==> src/rtl/core/implicit_list_heap_allocator_unit_defines.svh <==
// Assertion macros shared by the heap allocator modules.
`ifndef IMPLICIT_LIST_HEAP_ALLOCATOR_UNIT_DEFINES_SVH
`define IMPLICIT_LIST_HEAP_ALLOCATOR_UNIT_DEFINES_SVH

// Same-cycle implication, sampled on clk_i, disabled in reset.
`define ILHA_ASSERT_NOW(lbl, cond, chk) \
  lbl: assert property (@(posedge clk_i) disable iff (!rst_ni) (cond) |-> (chk)) \
    else $error("ilha: assertion failed");

// Next-cycle implication, sampled on clk_i, disabled in reset.
`define ILHA_ASSERT_NEXT(lbl, cond, chk) \
  lbl: assert property (@(posedge clk_i) disable iff (!rst_ni) (cond) |=> (chk)) \
    else $error("ilha: assertion failed");

`endif

==> src/rtl/core/ilha_pkg.sv <==
// Shared types and constants of the heap allocator.
package ilha_pkg;

  localparam int HEAP_BYTES_DEF = 65536;
  localparam int GROW_CHUNK_DEF = 4096;

  localparam int OFF_W = 18;
  localparam int LIM_W = 17;
  localparam int REQ_W = 16;
  localparam int ST_W  = 2;

  localparam logic [LIM_W-1:0] LIM_RST     = 17'h10000;
  localparam logic [OFF_W-1:0] BRK_RST     = 18'd4112;
  localparam logic [OFF_W-1:0] PROLOGUE_BP = 18'd8;
  localparam logic [OFF_W-1:0] FIRST_BP    = 18'd16;
  localparam logic [OFF_W-1:0] MIN_BLOCK   = 18'd16;

  typedef enum logic [ST_W-1:0] {
    STATUS_DONE  = 2'd0,
    STATUS_ZERO  = 2'd1,
    STATUS_NOMEM = 2'd2
  } status_e;

  typedef enum logic [4:0] {
    OP_NOP, OP_CLR, OP_LATCH, OP_DISPATCH, OP_RD_HDR, OP_ADV, OP_CHK, OP_BP8,
    OP_PL_W0, OP_PL_W1, OP_PL_W2, OP_PL_W3, OP_GROW_CALC, OP_FAIL,
    OP_G_W0, OP_G_W1, OP_G_W2, OP_MG1, OP_MG2, OP_MG3, OP_M_W0, OP_M_W1,
    OP_MG_END, OP_F_W0, OP_F_W1, OP_OUT_LOAD
  } dp_op_e;

  typedef enum logic [5:0] {
    S_CLR, S_IDLE, S_DISPATCH,
    S_S1_RD0, S_S1_ADV, S_S1_RD, S_S1_CHK,
    S_S2_INIT, S_S2_CHK, S_S2_RDS, S_S2_S, S_S2_RDH, S_S2_H,
    S_PL_W0, S_PL_W1, S_PL_W2, S_PL_W3,
    S_GROW, S_GROW_CHK, S_G_W0, S_G_W1, S_G_W2,
    S_M_RD0, S_M_RD1, S_M_RD2, S_M_CMB, S_M_W0, S_M_W1, S_M_END,
    S_V_RD, S_V_CHK, S_V_ADV, S_F_W0, S_F_W1,
    S_FIN
  } ctl_state_e;

  typedef struct packed {
    logic is_free;
    logic rel_zero;
    logic req_zero;
    logic h_zero;
    logic h_alloc;
    logic h_fit;
    logic n_max;
    logic bp_ge_lfb;
    logic bp_gt_rel;
    logic bp_eq_rel;
    logic no_room;
    logic split;
    logic mg_tag;
    logic clr_last;
  } dp_flags_t;

endpackage

==> src/rtl/core/ilha_ctrl.sv <==
// Controller of the heap allocator: sequences search, placement, growth and merge.
`include "implicit_list_heap_allocator_unit_defines.svh"
module ilha_ctrl import ilha_pkg::*; (
  input  logic      clk_i,
  input  logic      rst_ni,
  input  logic      req_valid_i,
  output logic      req_ready_o,
  output logic      rsp_valid_o,
  input  logic      rsp_ready_i,
  input  dp_flags_t flags_i,
  output dp_op_e    op_o
);

  ctl_state_e state_q, state_d;
  logic       out_valid_q, out_valid_d;
  logic       out_free;
  logic       fit;

  assign out_free = !out_valid_q || rsp_ready_i;
  assign fit      = !flags_i.h_alloc && flags_i.h_fit;

  always_comb begin
    state_d = state_q;
    unique case (state_q)
      S_CLR:      if (flags_i.clr_last) state_d = S_IDLE;
      S_IDLE:     if (req_valid_i) state_d = S_DISPATCH;
      S_DISPATCH: begin
        if (flags_i.is_free) begin
          state_d = flags_i.rel_zero ? S_FIN : S_V_RD;
        end else begin
          state_d = flags_i.req_zero ? S_FIN : S_S1_RD0;
        end
      end
      S_S1_RD0:   state_d = S_S1_ADV;
      S_S1_ADV:   state_d = S_S1_RD;
      S_S1_RD:    state_d = S_S1_CHK;
      S_S1_CHK: begin
        priority if (flags_i.n_max || flags_i.h_zero) state_d = S_S2_INIT;
        else if (fit) state_d = S_PL_W0;
        else state_d = S_S1_ADV;
      end
      S_S2_INIT:  state_d = S_S2_CHK;
      S_S2_CHK:   state_d = (flags_i.n_max || flags_i.bp_ge_lfb) ? S_GROW : S_S2_RDS;
      S_S2_RDS:   state_d = S_S2_S;
      S_S2_S:     state_d = flags_i.h_zero ? S_GROW : S_S2_RDH;
      S_S2_RDH:   state_d = S_S2_H;
      S_S2_H:     state_d = fit ? S_PL_W0 : S_S2_CHK;
      S_PL_W0:    state_d = S_PL_W1;
      S_PL_W1:    state_d = flags_i.split ? S_PL_W2 : S_FIN;
      S_PL_W2:    state_d = S_PL_W3;
      S_PL_W3:    state_d = S_FIN;
      S_GROW:     state_d = S_GROW_CHK;
      S_GROW_CHK: state_d = flags_i.no_room ? S_FIN : S_G_W0;
      S_G_W0:     state_d = S_G_W1;
      S_G_W1:     state_d = S_G_W2;
      S_G_W2:     state_d = S_M_RD0;
      S_M_RD0:    state_d = S_M_RD1;
      S_M_RD1:    state_d = S_M_RD2;
      S_M_RD2:    state_d = S_M_CMB;
      S_M_CMB:    state_d = flags_i.mg_tag ? S_M_W0 : S_M_END;
      S_M_W0:     state_d = S_M_W1;
      S_M_W1:     state_d = S_M_END;
      S_M_END:    state_d = flags_i.is_free ? S_FIN : S_PL_W0;
      S_V_RD:     state_d = S_V_CHK;
      S_V_CHK: begin
        priority if (flags_i.n_max || flags_i.h_zero || flags_i.bp_gt_rel) state_d = S_FIN;
        else if (flags_i.bp_eq_rel) state_d = flags_i.h_alloc ? S_F_W0 : S_FIN;
        else state_d = S_V_ADV;
      end
      S_V_ADV:    state_d = S_V_RD;
      S_F_W0:     state_d = S_F_W1;
      S_F_W1:     state_d = S_M_RD0;
      S_FIN:      if (out_free) state_d = S_IDLE;
      default:    state_d = S_IDLE;
    endcase
  end

  always_comb begin
    op_o = OP_NOP;
    unique case (state_q)
      S_CLR:      op_o = OP_CLR;
      S_IDLE:     op_o = req_valid_i ? OP_LATCH : OP_NOP;
      S_DISPATCH: op_o = OP_DISPATCH;
      S_S1_RD0, S_S1_RD, S_S2_RDS, S_S2_RDH, S_V_RD, S_M_RD0: op_o = OP_RD_HDR;
      S_S1_ADV, S_S2_S, S_V_ADV: op_o = OP_ADV;
      S_S1_CHK, S_S2_H, S_V_CHK: op_o = OP_CHK;
      S_S2_INIT:  op_o = OP_BP8;
      S_S2_CHK:   op_o = OP_NOP;
      S_PL_W0:    op_o = OP_PL_W0;
      S_PL_W1:    op_o = OP_PL_W1;
      S_PL_W2:    op_o = OP_PL_W2;
      S_PL_W3:    op_o = OP_PL_W3;
      S_GROW:     op_o = OP_GROW_CALC;
      S_GROW_CHK: op_o = flags_i.no_room ? OP_FAIL : OP_NOP;
      S_G_W0:     op_o = OP_G_W0;
      S_G_W1:     op_o = OP_G_W1;
      S_G_W2:     op_o = OP_G_W2;
      S_M_RD1:    op_o = OP_MG1;
      S_M_RD2:    op_o = OP_MG2;
      S_M_CMB:    op_o = OP_MG3;
      S_M_W0:     op_o = OP_M_W0;
      S_M_W1:     op_o = OP_M_W1;
      S_M_END:    op_o = OP_MG_END;
      S_F_W0:     op_o = OP_F_W0;
      S_F_W1:     op_o = OP_F_W1;
      S_FIN:      op_o = out_free ? OP_OUT_LOAD : OP_NOP;
      default:    op_o = OP_NOP;
    endcase
  end

  assign out_valid_d = (out_valid_q && !rsp_ready_i) || (state_q == S_FIN && out_free);

  always_ff @(posedge clk_i or negedge rst_ni) begin
    if (!rst_ni) begin
      state_q     <= S_CLR;
      out_valid_q <= 1'b0;
    end else begin
      state_q     <= state_d;
      out_valid_q <= out_valid_d;
    end
  end

  assign req_ready_o = state_q == S_IDLE;
  assign rsp_valid_o = out_valid_q;

  `ILHA_ASSERT_NEXT(a_accept_dispatch, state_q == S_IDLE && req_valid_i, state_q == S_DISPATCH)
  `ILHA_ASSERT_NEXT(a_fin_delivers, state_q == S_FIN && out_free, out_valid_q && state_q == S_IDLE)
  `ILHA_ASSERT_NOW(a_clr_quiet, state_q == S_CLR, !out_valid_q)

endmodule
==> config.mk <==
export PLATFORM = sky130hd
export DESIGN_NAME = ilha_ctrl
export DESIGN_NICKNAME = d
export VERILOG_FILES = /design/src/rtl/core/ilha_pkg.sv /design/src/rtl/core/ilha_ctrl.sv
export VERILOG_INCLUDE_DIRS = /design/src /design/src/rtl/core
export SDC_FILE = /design/constraint.sdc
export NUM_CORES = 1
export LEC_CHECK = 0
export ABC_AREA = 1
export BUFFER_PORTS_ARGS = -buffer_cell sky130_fd_sc_hd__buf_2
export CAP_MARGIN = 20
export CORE_MARGIN = 4
export CORE_UTILIZATION = 43
export CTS_CLUSTER_DIAMETER = 40
export DETAILED_ROUTE_END_ITERATION = 16
export GPL_TIMING_DRIVEN = 1
export PLACE_DENSITY = 0.68
export SLEW_MARGIN = 20
export SYNTH_ARGS = -nofsm -noshare
export SYNTH_HDL_FRONTEND = slang
export SYNTH_SLANG_ARGS = --single-unit
export TNS_END_PERCENT = 20
==> constraint.sdc <==
create_clock -name clk_i -period 1.5 [get_ports clk_i]
set_input_delay 0.15 -clock clk_i [delete_from_list [all_inputs] [get_ports clk_i]]
set_output_delay 0.15 -clock clk_i [all_outputs]
set_load 0.03 [all_outputs]
==> results of run 1 <==
==> registers in the layout, summed over array words and instances, names as in the netlist <==
name         cells
state_q          6
rsp_valid_o      1
==> metal layers <==
layer,up-vias,part of all wire (%)
li1,962,-
met1,950,36
met2,193,44
met3,61,13
met4,0,6.9
met5,-,0
==> power breakdown <==
part / switching (W) / total (W) / internal [W]
combinational: 0.00213 / 0.00371 / 0.00158
sequential: 0.000130 / 0.000412 / 0.000281
clock: 0.000101 / 0.000200 / 0.0000989
total: 0.00236 / 0.00432 / 0.00196
==> cells by family (layout without fill, tap and decap cells) <==
kind of cell,Yosys count,after routing,synth area share [%]
compound gates,17,17,8.81
simple gates,175,175,65.6
buf+inv,33,127,11.1
flops,7,7,14.5
==> how the worst min path moves through the flow <==
stage / depth (start not counted) / end / start / slack [ps]
floorplan: 0 / rsp_valid_o$_DFF_PN0_ / rst_ni / -150
global placement: 1 / state_q[2]$_DFFE_PN0P_ / rst_ni / -9
detailed placement: 1 / state_q[2]$_DFFE_PN0P_ / rst_ni / -8
CTS: 4 / rsp_valid_o$_DFF_PN0_ / rsp_ready_i / 140
global route: 4 / rsp_valid_o$_DFF_PN0_ / rsp_ready_i / 200
finish: 4 / rsp_valid_o$_DFF_PN0_ / rsp_ready_i / 160
==> final cells by class <==
| cell class | instances | area, µm² | area share (%) |
|---|---|---|---|
| clock inverters | 1 | 5.00 | 0.232 |
| flip-flops and latches | 7 | 181 | 8.42 |
| clock buffers | 3 | 22.5 | 1.05 |
| repair buffers | 94 | 719 | 33.4 |
| multi-input cells | 192 | 1070 | 49.9 |
| inverters | 29 | 114 | 5.28 |
| well taps | 30 | 37.5 | 1.74 |
==> what timing repair did <==
item / CTS / global route
pin swaps: 10 / 4
endpoints found under the hold margin: 7 / 0
setup buffers: 9 / 3
resized for setup: 42 / 17
cloned: 1 / 0
hold buffers: 1 / 0
setup endpoints to repair: 12 / 12
==> critical path, stage by stage (launching register included) <==
cell	delay (ps)
dfrtp_2	430
buf_4	150
nor2_4	200
nand2_4	100
o211ai_1	380
nor4_2	70
nand3_1	110
buf_6	140
==> cells in the mapped netlist, drive strengths merged <==
master	instances	share of area (%)
o21a	2	1.2
clkinv	1	0.31
a21oi	6	2.5
o211a	1	0.83
nand3	41	17
nand4	10	5.2
dfrtp	7	15
nand2	60	19
o211ai	1	0.62
inv	28	8.7
o21ai	3	1.2
nor3	8	3.3
nor4	4	2.1
nor3b	1	0.62
a31oi	3	1.6
buf	4	2.1
and2	1	0.52
nor2	48	17
nand3b	2	1.2
o311a	1	0.83
==> through the flow <==
stage / worst slack (ps) / utilization [%]
finish: -499 / 83.9
global route: -579 / 83.9
CTS: -432 / 80.7
detailed placement: -237 / 71.5
global placement: -261 / 71.5
floorplan: -34.5 / -
==> layout by cell type (no fill, tap or decap), types with 3 or more instances in the layout <==
cell,count
a21oi_1,3
a21oi_2,3
a31oi_1,3
buf_2,19
buf_4,63
buf_6,9
clkbuf_4,3
dfrtp_2,5
inv_1,20
inv_2,8
nand2_1,52
nand2_2,6
nand3_1,29
nand3_2,12
nand4_1,10
nor2_1,36
nor2_2,5
nor2_4,7
nor3_1,6
==> results.ini, run 1 <==
[timing]
period_minus_slack_ps=2000
finalHoldViolations=0
whs_ps=160
fmax_ghz=0.500
tightest_slew_ps=400
drv_slew=0
relSlewSlack_pct=73.2
setup_viol=12
fin_crit_sh_pct=133
tns_ps=-3960
timing.final.ws_setup_ps=-499
rsz0062_at_grt=yes
fin_skew_ps=3.31

[worst_setup_path]
end_kind=primary output
arrival_ps=1850
critPathMaxFanout=5
startpoint=state_q[3]$_DFFE_PN0P_
cp-endpoint=op_o[0]
reg2reg_depth=14
reg2reg_from=state_q[3]$_DFFE_PN0P_
startpoint_type=flip-flop
r2r_slack_ps=-360
critPathKind=reg -> out
required_ps=1350
rr_endpoint=state_q[0]$_DFFE_PN0P_

[grt]
grt_pass1_wl_um=9340
grt_use_met1_pct=42.4
grt-busiest-layer=met2
antenna_found_initial=0
globalRouteMet2Util_pct=56.0
met3_usage_pct=8.72
grt_overflow=0
grt_max_degree=11
grt_usage_pct=34.1
grt_pass1_vias=2032

[power_and_ir_drop]
p_per_area_nw_per_um2=2010
p_leak_nw=1.26
ir_drop_v=0.00185
power_w=0.00432

[synthesis]
syn_inst=232
syn_area_per_cell_um2=5.20
synth_nets=250
ys_types=23
ys_seq_area_share_pct=14.5
ys_warn_count=0
synth_area_um2=1210
synth_seq_cells=7

[clock_tree]
cts.reportedPaths.clkPinSlew_ps=70
cts_root_buffer=clkbuf_4
clk_latency_ps=270
cts_tree=yes
cts_buffers=3
cts.sinks=7
clockBufferDepth=2
htree_num_levels=1

[detailed_routing]
avgViaCountPerCell=6.08
drc=0
wl_per_cell_um=17.3
drt_iter0_markers=293
routed_wl_um=6150
vias=2166
ant_nets=0
drt_pass1_iterations=5

[finish]
n_antenna_cell=0
syn_to_final_growth_pct=78.4
fillers=191
stdcell_count=356
stdcell_area_um2=2150
drive_above_1_share_pct=46.3
fin_nets=345

[die]
core_um2=2570
die_w_um=61.0
die_h_um=61.0
rows=18
die_area_um2=3720
ios=25
initial_core_util_pct=47.0

[run_status]
outcome=complete, but fails checks
violations=negative setup slack

[worst_hold_path]
hp-class=in -> reg

[placed_design]
dp.cells=339
gp_congestion=1.04
portBuffers=24
placed_area_um2=1840
dp_hpwl_um=4220

[flow_run]
drv_cap=0

(Power assumes the default switching activity.)
==> run 2: changes to the inputs <==
GPL_TIMING_DRIVEN = 0   (was 1)
==> run 2 against run 1 <==
  * Clock power fell by 9.5%
  * The flow still finishes with violations (negative setup slack)
  * Sequential share of layout area rose by 0.86 points
  * Via count fell by 5.2%
  * Critical endpoint unchanged
  * Maximum frequency fell by 1.8%
==> results.ini, run 2 (same netlist as run 1, synthesis figures left out) <==
[run_status]
outcome=complete, but fails checks  ; unchanged
violations=negative setup slack  ; unchanged

[worst_setup_path]
cp_cell_sequence=nor2_4 -> clkinvlp_4 -> o211ai_1 -> buf_4 -> nor4_2 -> nand3_1 -> buf_6  ; was buf_4 -> nor2_4 -> nand2_4 -> o211ai_1 -> nor4_2 -> nand3_1 -> buf_6
startpoint_type=flip-flop  ; unchanged
required_ps=1350  ; about the same
critPathKind=reg -> out  ; unchanged
critPathMaxFanout=8  ; was 5
end_kind=primary output  ; unchanged
arrival_ps=1890  ; was 1850 ps
critPathSlowestCell=dfrtp_2  ; unchanged
critPathMaxStageDelay_ps=470  ; was 430 ps

[flow_run]
drv_cap=0  ; unchanged

[clock_tree]
clk_latency_ps=260  ; was 270 ps
cts_tree=yes  ; unchanged
cts_buffers=3  ; unchanged
htree_num_levels=1  ; unchanged
cts_root_buffer=clkbuf_4  ; unchanged
cts.reportedPaths.clkPinSlew_ps=60  ; was 70 ps
clockBufferDepth=2  ; unchanged
cts.sinks=7  ; unchanged

[power_and_ir_drop]
p_leak_nw=1.09  ; was 1.26 nW
p_per_area_nw_per_um2=2250  ; was 2010 nW/µm²
ir_drop_v=0.00204  ; was 0.00185 V

[finish]
n_antenna_cell=0  ; unchanged
layout_common_cells=53 x nand2_1, 36 x nor2_1, 28 x nand3_1  ; was 63 x buf_4, 52 x nand2_1, 36 x nor2_1
final_common_cell=nand2_1  ; was buf_4
stdcell_area_um2=1970  ; was 2150 µm²
stdcell_count=322  ; was 356
syn_to_final_growth_pct=63.0  ; was 78.4%
largest_reg_flops=6  ; unchanged
fin_nets=311  ; was 345
top_register=state_q  ; unchanged
drive_above_1_share_pct=39.7  ; was 46.3%

[die]
die_w_um=61.0  ; unchanged
die_area_um2=3720  ; unchanged
rows=18  ; unchanged
core_um2=2570  ; unchanged
ios=25  ; unchanged
die_h_um=61.0  ; unchanged
initial_core_util_pct=47.0  ; unchanged

[timing]
tns_ps=-3830  ; was -3960 ps
drv_slew=0  ; unchanged
fin_crit_sh_pct=136  ; was 133%
relSlewSlack_pct=75.3  ; was 73.2%
fmax_ghz=0.491  ; was 0.500 GHz
fin_skew_ps=12.6  ; was 3.31 ps
period_minus_slack_ps=2040  ; was 2000 ps
finalHoldViolations=0  ; unchanged
timing.final.ws_setup_ps=-535  ; was -499 ps
whs_ps=155  ; was 160 ps
rsz0062_at_grt=yes  ; unchanged
setup_viol=11  ; was 12
tightest_slew_ps=369  ; was 400 ps

[grt]
grt_usage_pct=28.1  ; was 34.1%
grt_pass1_vias=1680  ; was 2,032
antenna_found_initial=0  ; unchanged
grt_pass1_wl_um=7750  ; was 9340 µm
grt_max_degree=11  ; unchanged
grt_overflow=0  ; unchanged

[placed_design]
dp_slack_ps=-340  ; was -237 ps
gp_congestion=1.01  ; was 1.04
dp_hpwl_um=3590  ; was 4220 µm
placed_area_um2=1420  ; was 1840 µm²
dp.cells=286  ; was 339
portBuffers=24  ; unchanged

[detailed_routing]
ant_nets=0  ; unchanged
drt_pass1_iterations=8  ; was 5
drt_iter0_markers=240  ; was 293
avgViaCountPerCell=6.38  ; was 6.08
wl_per_cell_um=17.5  ; was 17.3 µm
routed_wl_um=5650  ; was 6150 µm
vias=2053  ; was 2,166
drc=0  ; unchanged

[worst_hold_path]
hp-class=in -> reg  ; unchanged

## run 2: through the flow
| stage | total power, W | util [%] |
|---|---|---|
| after floorplan | 0.00207 | - |
| after global placement | 0.00275 | 55.1 |
| after detailed placement | 0.00271 | 55.1 |
| after CTS | 0.00336 | 63.7 |
| after global routing | 0.00462 | 76.7 |
| final | 0.00443 | 76.7 |
## run 2: routing by layer
layer  GRT usage [%]  wire length (µm)
met5               0                 0
met4            12.4               413
met3            5.32               817
met2            42.7              2400
met1            38.5              2020
## run 2: critical path: cells and delay by family, from the launching register on
kind / cells / cell delay [ps]
buffers and inverters: 3 / 520
flip-flops: 1 / 470
AND/OR/NAND/NOR: 3 / 430
AO/OA/AOI/OAI: 1 / 200
## run 2: report_power, final
group | total (W) | internal, W | switching [W]
Sequential | 0.000444 | 0.000283 | 0.000160
Clock | 0.000181 | 0.000102 | 0.0000784
Combinational | 0.00381 | 0.00157 | 0.00224
Total | 0.00443 | 0.00196 | 0.00248
## run 2: final timing paths
path | slack, ps | from | cells after the start | endpoint
worst max-delay path | -540 | state_q[5]$_DFFE_PN0P_ | 7 | op_o[0]
worst min-delay path | 150 | rsp_ready_i | 4 | rsp_valid_o$_DFF_PN0_
worst max register to register | -390 | state_q[5]$_DFFE_PN0P_ | 11 | state_q[0]$_DFFE_PN0P_
worst min register to register | 540 | rsp_valid_o$_DFF_PN0_ | 2 | rsp_valid_o$_DFF_PN0_
max in group asynchronous | 1000 | rst_ni | 2 | state_q[0]$_DFFE_PN0P_
min in group asynchronous | 300 | rst_ni | 2 | state_q[2]$_DFFE_PN0P_
## run 2: layout make-up
type,instances,area (µm²)
plain buffers,4,48.8
flip-flops and latches,7,183
clock buffers,4,26.3
inverters,29,118
multi-input cells,192,1120
repair buffers,56,437
well taps,30,37.5
fillers,193,599
## run 2: repair_timing
| item | CTS | global route |
|---|---|---|
| endpoints found under the setup margin | 12 | 12 |
| setup buffers | 10 | 22 |
| resized for setup | 29 | 39 |
| endpoints found under the hold margin | 7 | 0 |
| pin swaps | 7 | 14 |
| hold buffers | 1 | 0 |
| cloned | 0 | 0 |
